[src/hdl/gzd_pkg.sv]
`default_nettype none

package gzd_pkg;

  localparam int unsigned REG_W       = 12;
  localparam int unsigned VOTE_W      = 8;
  localparam int unsigned CFG_IDX_W   = 2;
  localparam int unsigned MAX_CMDS    = 4;
  localparam int unsigned CNT_W       = $clog2(MAX_CMDS + 1);
  localparam int unsigned QUEUE_DEPTH = 2;

  localparam logic [CFG_IDX_W-1:0] REG_VOTE_DELAY = 2'd0;
  localparam logic [CFG_IDX_W-1:0] REG_HEAD_MOVE  = 2'd1;
  localparam logic [CFG_IDX_W-1:0] REG_MID_BAND   = 2'd2;

  localparam logic [VOTE_W-1:0] RST_VOTE_DELAY = 8'd3;
  localparam logic [REG_W-1:0]  RST_HEAD_MOVE  = 12'd2;
  localparam logic [REG_W-1:0]  RST_MID_BAND   = 12'd144;
  localparam logic [VOTE_W-1:0] VOTE_MAX       = 8'hFF;

  typedef enum logic [1:0] {
    ZONE_NONE = 2'd0,
    ZONE_TOP  = 2'd1,
    ZONE_MID  = 2'd2,
    ZONE_BOT  = 2'd3
  } zone_e;

  typedef enum logic [3:0] {
    CMD_RUN_ON     = 4'd0,
    CMD_RUN_OFF    = 4'd1,
    CMD_LEFT_ON    = 4'd2,
    CMD_LEFT_OFF   = 4'd3,
    CMD_RIGHT_ON   = 4'd4,
    CMD_RIGHT_OFF  = 4'd5,
    CMD_TAB        = 4'd6,
    CMD_SHOOT      = 4'd7,
    CMD_SHIELD     = 4'd8
  } cmd_e;

  typedef struct packed {
    cmd_e [MAX_CMDS-1:0] cmd;
    logic [CNT_W-1:0]    cnt;
  } bundle_t;

  typedef struct packed {
    logic valid;
    logic full;
  } q_stat_t;

endpackage

`default_nettype wire

[src/hdl/gzd_front.sv]
`default_nettype none

module gzd_front #(
  parameter int unsigned COORD_BITS = 12
) (
  input  wire                                  clk_i,
  input  wire                                  rst_ni,
  input  wire                                  cfg_valid_i,
  input  wire  [gzd_pkg::CFG_IDX_W-1:0]        cfg_index_i,
  input  wire  [gzd_pkg::REG_W-1:0]            cfg_data_i,
  input  wire                                  in_valid_i,
  input  wire  [COORD_BITS-1:0]                face_top_i,
  input  wire  [COORD_BITS-1:0]                face_bottom_i,
  input  wire  [COORD_BITS-1:0]                left_hand_y_i,
  input  wire  [COORD_BITS-1:0]                right_hand_y_i,
  input  gzd_pkg::q_stat_t                     q_stat_i,
  output logic                                 push_o,
  output gzd_pkg::bundle_t                     bundle_o
);
  import gzd_pkg::*;

  localparam int unsigned SW = ((COORD_BITS > REG_W) ? COORD_BITS : REG_W) + 1;

  typedef struct packed {
    zone_e             zone;
    logic [VOTE_W-1:0] votes;
  } zvote_t;

  logic [VOTE_W-1:0]     vote_delay_q;
  logic [REG_W-1:0]      head_move_q, mid_band_q;

  logic [COORD_BITS-1:0] head_prev_q, head_prev_d;
  logic                  seen_q, seen_d, run_q, run_d, rchg_q, rchg_d;
  logic [VOTE_W-1:0]     move_q, move_d, still_q, still_d;
  zvote_t                lz_q, lz_d, rz_q, rz_d;
  logic                  tl_q, tl_d, tr_q, tr_d, armed_q, armed_d;

  logic                  accept;
  logic [COORD_BITS:0]   hsum;
  logic [COORD_BITS-1:0] head, head_delta;
  logic                  moved;
  bundle_t               bnd;

  function automatic logic [VOTE_W-1:0] bump(input logic [VOTE_W-1:0] v);
    return (v == VOTE_MAX) ? v : v + 1'b1;
  endfunction

  function automatic zone_e classify(input logic [COORD_BITS-1:0] y,
                                     input logic [COORD_BITS-1:0] h,
                                     input logic [REG_W-1:0] band);
    logic [SW-1:0] lim;
    lim = SW'(h) + SW'(band);
    if (y < h) return ZONE_TOP;
    if (SW'(y) < lim) return ZONE_MID;
    return ZONE_BOT;
  endfunction

  function automatic zvote_t vote(input zone_e fresh, input zvote_t cur,
                                  input logic [VOTE_W-1:0] delay);
    zvote_t r;
    r = cur;
    r.votes = (fresh != cur.zone) ? bump(cur.votes) : '0;
    if (r.votes >= delay) begin
      r.zone  = fresh;
      r.votes = '0;
    end
    return r;
  endfunction

  assign accept     = in_valid_i && !q_stat_i.full;
  assign hsum       = {1'b0, face_top_i} + {1'b0, face_bottom_i};
  assign head       = hsum[COORD_BITS:1];
  assign head_delta = (head > head_prev_q) ? head - head_prev_q : head_prev_q - head;
  assign moved      = SW'(head_delta) > SW'(head_move_q);

  always_comb begin
    head_prev_d = head;
    seen_d      = 1'b1;
    run_d       = run_q;
    rchg_d      = rchg_q;
    move_d      = move_q;
    still_d     = still_q;
    lz_d        = lz_q;
    rz_d        = rz_q;
    tl_d        = tl_q;
    tr_d        = tr_q;
    armed_d     = armed_q;
    bnd         = '0;

    if (seen_q) begin
      if (!run_d) move_d = moved ? bump(move_d) : '0;
      else        still_d = moved ? '0 : bump(still_d);
      if (move_d >= vote_delay_q) begin
        run_d  = 1'b1;
        rchg_d = 1'b1;
        move_d = '0;
      end
      if (still_d >= vote_delay_q) begin
        run_d   = 1'b0;
        rchg_d  = 1'b1;
        still_d = '0;
      end
      lz_d = vote(classify(left_hand_y_i, head, mid_band_q), lz_q, vote_delay_q);
      rz_d = vote(classify(right_hand_y_i, head, mid_band_q), rz_q, vote_delay_q);

      // hold the pending run toggle until both hands have a zone and are not both up
      if (lz_d.zone != ZONE_NONE && rz_d.zone != ZONE_NONE &&
          !(lz_d.zone == ZONE_TOP && rz_d.zone == ZONE_TOP)) begin
        if (rchg_d) begin
          bnd.cmd[bnd.cnt[1:0]] = run_d ? CMD_RUN_ON : CMD_RUN_OFF;
          bnd.cnt = bnd.cnt + 1'b1;
          rchg_d  = 1'b0;
        end
        if (lz_d.zone == ZONE_TOP && rz_d.zone == ZONE_BOT && !tl_d && !tr_d) begin
          tl_d = 1'b1;
          bnd.cmd[bnd.cnt[1:0]] = CMD_LEFT_ON;
          bnd.cnt = bnd.cnt + 1'b1;
        end else if (lz_d.zone != ZONE_TOP && tl_d) begin
          tl_d = 1'b0;
          bnd.cmd[bnd.cnt[1:0]] = CMD_LEFT_OFF;
          bnd.cnt = bnd.cnt + 1'b1;
        end
        if (lz_d.zone == ZONE_BOT && rz_d.zone == ZONE_TOP && !tl_d && !tr_d) begin
          tr_d = 1'b1;
          bnd.cmd[bnd.cnt[1:0]] = CMD_RIGHT_ON;
          bnd.cnt = bnd.cnt + 1'b1;
        end else if (rz_d.zone != ZONE_TOP && tr_d) begin
          tr_d = 1'b0;
          bnd.cmd[bnd.cnt[1:0]] = CMD_RIGHT_OFF;
          bnd.cnt = bnd.cnt + 1'b1;
        end
        if (!run_d && bnd.cnt < CNT_W'(MAX_CMDS)) begin
          if (lz_d.zone == ZONE_BOT && rz_d.zone == ZONE_BOT) begin
            armed_d = 1'b1;
          end else if (armed_d) begin
            if (lz_d.zone == ZONE_MID && rz_d.zone == ZONE_MID) begin
              armed_d = 1'b0;
              bnd.cmd[bnd.cnt[1:0]] = CMD_TAB;
              bnd.cnt = bnd.cnt + 1'b1;
            end else if (lz_d.zone == ZONE_MID && rz_d.zone == ZONE_BOT) begin
              armed_d = 1'b0;
              bnd.cmd[bnd.cnt[1:0]] = CMD_SHOOT;
              bnd.cnt = bnd.cnt + 1'b1;
            end else if (lz_d.zone == ZONE_BOT && rz_d.zone == ZONE_MID) begin
              armed_d = 1'b0;
              bnd.cmd[bnd.cnt[1:0]] = CMD_SHIELD;
              bnd.cnt = bnd.cnt + 1'b1;
            end
          end
        end
      end
    end
  end

  assign push_o   = accept && (bnd.cnt != '0);
  assign bundle_o = bnd;

  always_ff @(posedge clk_i or negedge rst_ni) begin
    if (!rst_ni) begin
      vote_delay_q <= RST_VOTE_DELAY;
      head_move_q  <= RST_HEAD_MOVE;
      mid_band_q   <= RST_MID_BAND;
    end else if (cfg_valid_i) begin
      case (cfg_index_i)
        REG_VOTE_DELAY: vote_delay_q <= cfg_data_i[VOTE_W-1:0];
        REG_HEAD_MOVE:  head_move_q  <= cfg_data_i;
        REG_MID_BAND:   mid_band_q   <= cfg_data_i;
        default: ;
      endcase
    end
  end

  always_ff @(posedge clk_i or negedge rst_ni) begin
    if (!rst_ni) begin
      head_prev_q <= '0;
      seen_q      <= 1'b0;
      run_q       <= 1'b0;
      rchg_q      <= 1'b0;
      move_q      <= '0;
      still_q     <= '0;
      lz_q        <= '{zone: ZONE_NONE, votes: '0};
      rz_q        <= '{zone: ZONE_NONE, votes: '0};
      tl_q        <= 1'b0;
      tr_q        <= 1'b0;
      armed_q     <= 1'b1;
    end else if (accept) begin
      head_prev_q <= head_prev_d;
      seen_q      <= seen_d;
      run_q       <= run_d;
      rchg_q      <= rchg_d;
      move_q      <= move_d;
      still_q     <= still_d;
      lz_q        <= lz_d;
      rz_q        <= rz_d;
      tl_q        <= tl_d;
      tr_q        <= tr_d;
      armed_q     <= armed_d;
    end
  end

endmodule

`default_nettype wire

[src/hdl/gzd_queue.sv]
`default_nettype none

module gzd_queue (
  input  wire                 clk_i,
  input  wire                 rst_ni,
  input  wire                 push_i,
  input  gzd_pkg::bundle_t    push_data_i,
  input  wire                 pop_i,
  output gzd_pkg::bundle_t    pop_data_o,
  output gzd_pkg::q_stat_t    stat_o
);
  import gzd_pkg::*;

  localparam int unsigned PW = (QUEUE_DEPTH > 1) ? $clog2(QUEUE_DEPTH) : 1;
  localparam int unsigned CW = $clog2(QUEUE_DEPTH + 1);

  bundle_t         mem [QUEUE_DEPTH];
  logic [PW-1:0]   wr_q, wr_d, rd_q, rd_d;
  logic [CW-1:0]   cnt_q, cnt_d;

  function automatic logic [PW-1:0] nxt(input logic [PW-1:0] p);
    return (p == PW'(QUEUE_DEPTH - 1)) ? '0 : p + 1'b1;
  endfunction

  assign wr_d  = push_i ? nxt(wr_q) : wr_q;
  assign rd_d  = pop_i ? nxt(rd_q) : rd_q;
  assign cnt_d = cnt_q + CW'(push_i) - CW'(pop_i);

  assign pop_data_o   = mem[rd_q];
  assign stat_o.valid = (cnt_q != '0);
  assign stat_o.full  = (cnt_q == CW'(QUEUE_DEPTH));

  always_ff @(posedge clk_i) begin
    if (push_i) begin
      mem[wr_q] <= push_data_i;
    end
  end

  always_ff @(posedge clk_i or negedge rst_ni) begin
    if (!rst_ni) begin
      wr_q  <= '0;
      rd_q  <= '0;
      cnt_q <= '0;
    end else begin
      wr_q  <= wr_d;
      rd_q  <= rd_d;
      cnt_q <= cnt_d;
    end
  end

endmodule

`default_nettype wire

[src/hdl/gzd_back.sv]
`default_nettype none

module gzd_back (
  input  wire                 clk_i,
  input  wire                 rst_ni,
  input  gzd_pkg::q_stat_t    q_stat_i,
  input  gzd_pkg::bundle_t    q_data_i,
  output logic                pop_o,
  output logic                out_valid_o,
  input  wire                 out_stall_i,
  output logic [3:0]          command_o,
  output logic                last_of_run_o
);
  import gzd_pkg::*;

  bundle_t      bnd_q;
  logic [1:0]   idx_q;
  logic         busy_q;
  logic         take, last;

  assign last  = ({1'b0, idx_q} == bnd_q.cnt - 1'b1);
  assign take  = busy_q && !out_stall_i;
  // refill the output when empty or when its final command leaves
  assign pop_o = q_stat_i.valid && (!busy_q || (take && last));

  assign out_valid_o   = busy_q;
  assign command_o     = bnd_q.cmd[idx_q];
  assign last_of_run_o = last;

  always_ff @(posedge clk_i) begin
    if (pop_o) begin
      bnd_q <= q_data_i;
    end
  end

  always_ff @(posedge clk_i or negedge rst_ni) begin
    if (!rst_ni) begin
      busy_q <= 1'b0;
      idx_q  <= '0;
    end else if (pop_o) begin
      busy_q <= 1'b1;
      idx_q  <= '0;
    end else if (take) begin
      if (last) busy_q <= 1'b0;
      idx_q <= idx_q + 1'b1;
    end
  end

endmodule

`default_nettype wire

[src/hdl/gesture_zone_debouncer.sv]
// A frame's commands are written into the command queue, then loaded into the output
// register, before the first of them is presented.
// Throughput: one frame per cycle while frames make at most one command and the output
// is not stalled; a frame with more (up to four) holds the serializer until each is sent.
// A two-entry command queue lets the classifier run ahead of the serializer.
// Reset: registers return to their defaults, tracking state clears, armed sets,
// the queue and the output register empty.
`default_nettype none

module gesture_zone_debouncer #(
  parameter int unsigned COORD_BITS = 12
) (
  input  wire                              clk_i,
  input  wire                              rst_ni,
  input  wire                              cfg_valid_i,
  output logic                             cfg_ready_o,
  input  wire  [gzd_pkg::CFG_IDX_W-1:0]    cfg_index_i,
  input  wire  [gzd_pkg::REG_W-1:0]        cfg_data_i,
  input  wire                              in_valid_i,
  output logic                             in_stall_o,
  input  wire  [COORD_BITS-1:0]            face_top_i,
  input  wire  [COORD_BITS-1:0]            face_bottom_i,
  input  wire  [COORD_BITS-1:0]            left_hand_y_i,
  input  wire  [COORD_BITS-1:0]            right_hand_y_i,
  output logic                             out_valid_o,
  input  wire                              out_stall_i,
  output logic [3:0]                       command_o,
  output logic                             last_of_run_o
);
  import gzd_pkg::*;

  q_stat_t q_stat;
  bundle_t push_data, pop_data;
  logic    push, pop;

  assign cfg_ready_o = 1'b1;
  assign in_stall_o  = q_stat.full;

  gzd_front #(.COORD_BITS(COORD_BITS)) u_front (
    .clk_i          (clk_i),
    .rst_ni         (rst_ni),
    .cfg_valid_i    (cfg_valid_i),
    .cfg_index_i    (cfg_index_i),
    .cfg_data_i     (cfg_data_i),
    .in_valid_i     (in_valid_i),
    .face_top_i     (face_top_i),
    .face_bottom_i  (face_bottom_i),
    .left_hand_y_i  (left_hand_y_i),
    .right_hand_y_i (right_hand_y_i),
    .q_stat_i       (q_stat),
    .push_o         (push),
    .bundle_o       (push_data)
  );

  gzd_queue u_queue (
    .clk_i       (clk_i),
    .rst_ni      (rst_ni),
    .push_i      (push),
    .push_data_i (push_data),
    .pop_i       (pop),
    .pop_data_o  (pop_data),
    .stat_o      (q_stat)
  );

  gzd_back u_back (
    .clk_i         (clk_i),
    .rst_ni        (rst_ni),
    .q_stat_i      (q_stat),
    .q_data_i      (pop_data),
    .pop_o         (pop),
    .out_valid_o   (out_valid_o),
    .out_stall_i   (out_stall_i),
    .command_o     (command_o),
    .last_of_run_o (last_of_run_o)
  );

  a_no_overflow: assert property (@(posedge clk_i) disable iff (!rst_ni)
    push |-> !q_stat.full)
    else $error("queue push while full");

  a_no_underflow: assert property (@(posedge clk_i) disable iff (!rst_ni)
    pop |-> q_stat.valid)
    else $error("queue pop while empty");

  a_drain: assert property (@(posedge clk_i) disable iff (!rst_ni)
    (out_valid_o && !out_stall_i && last_of_run_o && !q_stat.valid) |=> !out_valid_o)
    else $error("output still valid after final command with empty queue");

  a_push_has_cmd: assert property (@(posedge clk_i) disable iff (!rst_ni)
    push |-> (push_data.cnt != '0))
    else $error("empty command bundle pushed");

endmodule

`default_nettype wire

[config.mk]
export PLATFORM = sky130hd
export DESIGN_NAME = gesture_zone_debouncer
export DESIGN_NICKNAME = d
export VERILOG_FILES = /design/src/hdl/gzd_pkg.sv /design/src/hdl/gzd_front.sv /design/src/hdl/gzd_queue.sv /design/src/hdl/gzd_back.sv /design/src/hdl/gesture_zone_debouncer.sv
export SDC_FILE = /design/constraint.sdc
export NUM_CORES = 1
export LEC_CHECK = 0
export BUFFER_PORTS_ARGS = -buffer_cell sky130_fd_sc_hd__buf_2
export CAP_MARGIN = 15
export CORE_AREA = 10 10 199 201
export CTS_CLUSTER_DIAMETER = 120
export DETAILED_ROUTE_END_ITERATION = 8
export DIE_AREA = 0 0 209 211
export MAX_ROUTING_LAYER = met4
export PLACE_DENSITY = 0.54
export REMOVE_ABC_BUFFERS = 1
export SETUP_SLACK_MARGIN = 0.05
export SYNTH_ARGS = -nofsm -noshare
export SYNTH_HDL_FRONTEND = slang
export SYNTH_SLANG_ARGS = --single-unit
[constraint.sdc]
create_clock -name clk_i -period 30.7 [get_ports clk_i]
set_input_delay 6.14 -clock clk_i [delete_from_list [all_inputs] [get_ports clk_i]]
set_output_delay 6.14 -clock clk_i [all_outputs]
set_load 0.02 [all_outputs]
==> results by group, run 1 <==
Run status
  • Run status: finished, final reports clean

Worst setup path
  • Critical Path Sink Type: flip-flop
  • CP max stage cell: and2_1
  • Startpoint types: input port
  • Critical Path Most Common Cell: ha_1
  • Worst Path Max Fanout: 19
  • Crit path required time: 30.76 ns
  • Setup CP Type: input port to flip-flop
  • Slowest stage delay, CP: 0.76 ns
  • Critical Path AT: 18.53 ns

Final layout
  • Final #Nets: 1510
  • Layout fillers: 3568
  • Synth-to-layout area growth: 13.0%
  • Layout cells sized above 1: 15.5%
  • Non-filler cells, final: 1762
  • FF+latch area: 0.00405 mm2
  • Final Util: 37.1%
  • Final instance area: 0.0131 mm2
  • Area of the multi-input gates: 0.00712 mm2
  • Diode count: 0

STA
  • Setup TNS: 0 ns
  • Worst Hold Slack: 0.485 ns
  • Final Critical Period: 18.47 ns
  • Final hold vios: 0
  • Period Utilization, post-route: 60.2%
  • F_max: 0.0541 GHz
  • Worst Clk Skew: 0.0155 ns
  • Rel. slew slack: 37.1%
  • Unrepaired setup endpoints after global routing: false
  • Fin. max-slew vios: 0
  • Setup WS post-layout: 12.23 ns
  • Setup violations, final: 0
  • Worst-margin pin slew: 0.943 ns

Synthesis
  • Cells after Synth: 1218
  • Seq/Total Area, Yosys: 34.8%
  • Synthesized area: 0.0116 mm2
  • Synth Area per Inst: 9.55 um2
  • Yosys warns: 0
  • Count leader, synth: ha_1
  • Synth unique cells: 77
  • Ys async rst share: 62.0%
  • Leading post-synthesis cells by cell area: dfrtp_1 (19%), ha_1 (16%), edfxtp_1 (15%), mux2_2 (4.5%), a21oi_1 (4.0%)
  • Synthesized flop and latch total: 150
  • Number of flops mapped to enable cells by yosys: 57
  • Cell taking the most area after synthesis: dfrtp_1
  • Top_reg_cell synth: dfrtp_1
  • Yosys top cell area share: 18.7%
  • Top post-synthesis cells by count: ha_1 (151), nor2_1 (101), a21oi_1 (92), inv_1 (91), dfrtp_1 (87)

Die
  • Die Span X: 209 um
  • # IOs: 75
  • Die area: 0.0441 mm2
  • Die Y: 211 um
  • Core area: 0.0354 mm2
  • Initial Util: 32.9%
  • Std-Cell Rows: 69

Power
  • Int Pwr: 0.653 mW
  • Sw Share: 45.8%
  • Leakage power: 5.82 nW
  • VDD IR-drop max: 0.0389 mV
  • Pwr Total: 1.20 mW
  • Comb power frac: 56.4%
  • Clock power share: 18.6%
  • Seq pwr share: 25.0%
  • Net switching power: 0.551 mW
  • P per Cell Area: 91.5 mW/mm2

Clock network
  • CTS-repair resized insts: 0
  • Clock-pin slew on the worst setup and hold paths: 0.07 ns
  • Clock Tree Buf Depth: 2
  • Post-CTS Hold Buffers: 0
  • H-tree Lvls: 4
  • Number of CTS-inserted buffers: 17
  • Post-CTS setup repair buffer count: 0
  • CTS Root Cell: clkbuf_16
  • Worst-Skew Late Latency: 0.44 ns
  • TritonCTS Sinks: 150
  • CTS tree: done

Global route
  • Grt total ovfl: 0
  • Largest net degree at the start of global routing: 61
  • Initial antenna violation count: 0
  • Number of global-route vias before repair: 9033
  • Total GRT Usage: 13.9%
  • Global-route wire length before repair: 48.6 mm

Detailed routing
  • First DRT Iteration DRCs: 546
  • First-pass DRT Iterations: 6
  • Via count: 9177
  • Total Routed Length: 30.2 mm
  • Wirelength per Cell: 17.1 um
  • Number of remaining DRC errors: 0
  • Drt via density: 5.21
  • Post-route ant nets: 0

Placement
  • GPL Wtd Cong: 0.892
  • Placed cell areas: 0.0125 mm2
  • Number of port buffers: 73
  • Pre-CTS WS: 11.87 ns
  • Inst Count DP: 1730
  • DP HPWL: 23.6 mm

Hold path
  • Class of the worst hold path: flip-flop to flip-flop

Flow run
  • # Max-Cap Violations: 0
[layout by cell type (no fill, tap or decap), types with 5 or more instances in the layout]
master	synthesis	routed
o21a_1	9	9
xnor2_1	29	29
and4_1	7	7
ha_1	151	151
xor2_1	30	30
o211ai_1	12	12
o31ai_1	12	12
nand3_1	27	27
nor2_1	101	101
a22o_1	12	12
a211o_1	5	5
clkbuf_16	0	17
edfxtp_1	57	57
nand4_1	15	15
inv_8	0	5
nand3b_1	5	5
and2_1	7	7
and3_1	5	5
dfstp_2	6	6
dfrtp_1	87	87
buf_4	1	9
nor3_1	20	20
nand2b_1	23	23
a21o_1	24	24
a31oi_1	7	7
o21ai_0	80	80
inv_1	91	91
mux2i_1	14	14
nor2b_1	15	15
nand2_1	81	81
buf_2	2	72
mux2_2	47	47
a221o_1	5	5
or2_2	13	13
a211oi_1	9	9
a21oi_1	92	92
o21bai_1	10	10
clkinv_8	0	5
[power groups by stage]
stage          Combinational [mW]  Sequential, mW  Clock [mW]
6_report                    0.679           0.301       0.223
5_1_grt                     0.766           0.308       0.237
4_1_cts                     0.679           0.301       0.229
3_5_place_dp                0.671           0.305           0
3_3_place_gp                0.663           0.304           0
2_1_floorplan               0.509           0.290           0
[path summary, 6_finish.rpt]
check,start,endpoint,slack (ns),depth (start not counted)
setup / recovery,face_top_i[0],u_queue.mem[1][0],12.23,50
hold / removal,u_front.head_prev_q[11],u_front.head_prev_q[11],0.48,2
setup reg to reg,u_front.mid_band_q[1],u_queue.mem[1][0],20.08,32
hold reg to reg,u_front.head_prev_q[11],u_front.head_prev_q[11],0.48,2
max in group asynchronous,rst_ni,u_front.still_q[3],23.83,2
min in group asynchronous,rst_ni,u_front.mid_band_q[8],5.65,1
[flip-flops by register name, indices dropped and copies added, names as in the netlist, 10 cells and up]
signal               cells
u_front.mid_band_q      12
u_front.rz_q            10
u_front.head_prev_q     12
u_front.lz_q            10
u_queue.mem             38
u_front.head_move_q     12
u_back.bnd_q            19
[routing by layer]
layer | wire (um) | GRT usage [%] | up-vias
met5 | 0 | - | -
met4 | 354 | 3.18 | 0
met3 | 1120 | 2.28 | 24
met2 | 13400 | 21.3 | 157
met1 | 15200 | 18.9 | 4394
li1 | - | - | 4602
[kinds of logic after synthesis]
group / share of synthesized area, %
adder cells (fa/ha/maj): 16.9
multiplexers: 6.65
flip-flops: 34.8
AND/OR/NAND/NOR: 13.7
AO/OA/AOI/OAI: 19.1
buffers and inverters: 3.99
XOR/XNOR: 4.79
other: 0.0322
[layout make-up]
cell class,count,share of cell area [%]
Tap cell,461,4.39
Clock inverter,15,1.53
Timing Repair Buffer,81,3.25
Inverter,92,2.63
Sequential cell,150,30.8
Multi-Input combinational cell,946,54.2
Clock buffer,17,3.24
[worst max-delay path, delay by kind of cell]
kind | cells | cell delay (ns)
AND/OR/NAND/NOR | 15 | 3.85
AO/OA/AOI/OAI | 20 | 4.37
adder cells (fa/ha/maj) | 8 | 2.59
multiplexers | 2 | 0.65
buffers and inverters | 3 | 0.33
XOR/XNOR | 2 | 0.57
No activity file was read; power rests on OpenSTA's default activity.
==> inputs of run 2 (changes only) <==
- PLACE_DENSITY: 0.54 -> 0.56
- clock period: 30.7 -> 14.9 ns (I/O delays scaled with it)
==> run 2 against run 1 <==
Non-clock buffer count rose by 6. Die area did not move. Sequential cell count did not move. Setup slack got worse by 11 ns. Combinational power rose by 110%. Global-route usage barely moved. First-iteration DRC count rose by 14%. Utilization rose by 0.30 points. Power rose by 110%. Via count fell by 0.32%. Clock power rose by 100%.
==> results by group, run 2 (same netlist as run 1, synthesis figures left out) <==
Worst setup path
  • Setup CP Type: input port to flip-flop
  • CP max stage cell: or3_1
  • Reg2reg start: u_front.head_prev_q[0]
  • R2R Setup Slk: 5.23 ns
  • Crit path required time: 15.01 ns
  • Worst Path Max Fanout: 19
  • Critical Path Sink Type: flip-flop
  • Startpoint types: input port
  • R2R cell count: 40
  • Critical Path Most Common Cell: ha_1
  • CP delay by family, top: compound AO/OA/AOI/OAI gates
  • Critical Path AT: 14.12 ns
  • CP Buf/Inv Count: 4
  • Slowest stage delay, CP: 0.45 ns
  • RR Endpoint: u_queue.mem[1][2]

Hold path
  • Hold Crit Endpoint: u_queue.wr_q
  • Critical hold path startpoint: u_queue.wr_q
  • Class of the worst hold path: flip-flop to flip-flop
  • Hold depth: 1

Die
  • Std-Cell Rows: 69
  • Die Y: 211 um
  • Die Span X: 209 um
  • Initial Util: 32.9%
  • Die area: 0.0441 mm2
  • Core area: 0.0354 mm2
  • # IOs: 75

STA
  • Fin. max-slew vios: 0
  • Rel. slew slack: 32.8%
  • Setup WS post-layout: 0.883 ns
  • Setup violations, final: 0
  • Worst Hold Slack: 0.486 ns
  • Worst Clk Skew: 0.0164 ns
  • Final Critical Period: 14.02 ns
  • F_max: 0.0713 GHz
  • Setup TNS: 0 ns
  • Worst-margin pin slew: 1.01 ns
  • Period Utilization, post-route: 94.1%
  • Final hold vios: 0
  • Unrepaired setup endpoints after global routing: false

Final layout
  • Largest register FFs: 38
  • Regs by FF count: u_queue.mem: 38 flops, u_back.bnd_q: 19 flops
  • Biggest register: u_queue.mem
  • Layout cells sized above 1: 16.4%
  • Final Util: 37.4%
  • Most common cell after layout, fill and taps aside: ha_1
  • Area of the multi-input gates: 0.00718 mm2
  • Synth-to-layout area growth: 13.9%
  • Layout fillers: 3526
  • Commonest non-fill, non-tap cells in the layout: ha_1 (151), nor2_1 (100), a21oi_1 (92), inv_1 (91), dfrtp_1 (87)
  • FF+latch area: 0.00405 mm2
  • Final #Nets: 1516

Detailed routing
  • Number of remaining DRC errors: 0
  • Total Routed Length: 30.0 mm
  • First DRT Iteration DRCs: 621
  • First-pass DRT Iterations: 5
  • Wirelength per Cell: 16.9 um
  • Drt via density: 5.16
  • Via count: 9148
  • Post-route ant nets: 0

Placement
  • GPL Wtd Cong: 0.910
  • Number of port buffers: 73
  • DP HPWL: 23.4 mm
  • Pre-CTS WS: 0.146 ns

Clock network
  • Clock Tree Buf Depth: 2
  • CTS tree: done
  • Number of CTS-inserted buffers: 17
  • H-tree Lvls: 4
  • Post-CTS setup repair buffer count: 0
  • Clock-pin slew on the worst setup and hold paths: 0.06 ns
  • CTS Root Cell: clkbuf_16
  • Post-CTS Hold Buffers: 0
  • Worst-Skew Late Latency: 0.43 ns
  • TritonCTS Sinks: 150
  • CTS-repair resized insts: 0

Global route
  • M2 GR Usage: 21.0%
  • Grt total ovfl: 0
  • Global-route wire length before repair: 48.5 mm
  • Total GRT Usage: 13.9%
  • Number of global-route vias before repair: 8878
  • Routing usage on met3: 2.22%
  • Met1 global-route usage: 19.0%
  • Largest net degree at the start of global routing: 64
  • Top Usage Layer GRT: met2
  • Initial antenna violation count: 4

Power
  • VDD IR-drop max: 0.0832 mV
  • Leakage power: 5.86 nW
  • P per Cell Area: 188 mW/mm2

Flow run
  • # Max-Cap Violations: 0

Run status
  • Run status: finished, final reports clean
[run 2: cell types whose count changed in the layout (fill, tap and decap cells not counted), sizes merged]
cell,before,now
clkinv,6,4
clkinvlp,1,2
diode,0,4
buf,81,87
inv,99,100
[run 2: routing by layer]
metal / wire length, um / up-vias
li1: - / 4605
met1: 15200 / 4364
met4: 373 / 0
met2: 13400 / 153
met3: 1000 / 26
met5: 0 / -
[run 2: stage by stage]
step | instance area [um2] | power, mW | cells
5_1_grt | 13300 | 2.72 | 1772
4_1_cts | 13200 | 2.48 | 1768
2_1_floorplan | 11500 | 1.65 | 1188
3_5_place_dp | 12600 | 2.01 | 1736
3_3_place_gp | 12600 | 1.99 | 1736
6_report | 13300 | 2.49 | 1772
[run 2: worst max path at each step]
| stage | endpoint | depth (start not counted) | startpoint | slack (ns) |
|---|---|---|---|---|
| 4_1_cts | u_queue.mem[0][5] | 51 | face_top_i[0] | 0.56 |
| 3_5_place_dp | u_queue.mem[0][10] | 51 | face_top_i[0] | 0.15 |
| 3_3_place_gp | u_queue.mem[0][6] | 51 | face_top_i[0] | 0.41 |
| 5_1_grt | u_queue.mem[0][5] | 51 | face_top_i[1] | 0.08 |
| 6_report | u_queue.mem[1][2] | 51 | face_top_i[1] | 0.88 |
| 2_1_floorplan | u_queue.mem[0][0] | 49 | face_top_i[0] | 0.82 |
[run 2: layout make-up]
class	instances	area share, %
clock inverters	15	1.49
repair buffers	87	3.60
flip-flops and latches	150	30.5
inverters	92	2.61
clock buffers	17	3.21
multi-input cells	946	54.1
diodes	4	0.0755
well taps	461	4.35
[run 2: report_power, final]
group	internal [mW]	leakage, nW	switching (mW)
Combinational	0.589	3.84	0.825
Clock	0.244	0.297	0.210
Sequential	0.525	1.71	0.0956
Total	1.36	5.86	1.13
[run 2: worst reg2reg max path, delay by kind of cell (launching register included)]
family / cells / cell delay (ns)
and+or+nand+nor: 10 / 2.12
adders and majority gates: 8 / 2.28
DFF: 1 / 0.40
muxes: 2 / 0.51
xor gates and xnor gates: 1 / 0.16
AOI/OAI and AO/OA: 17 / 3.54
buffers and inverters: 2 / 0.32
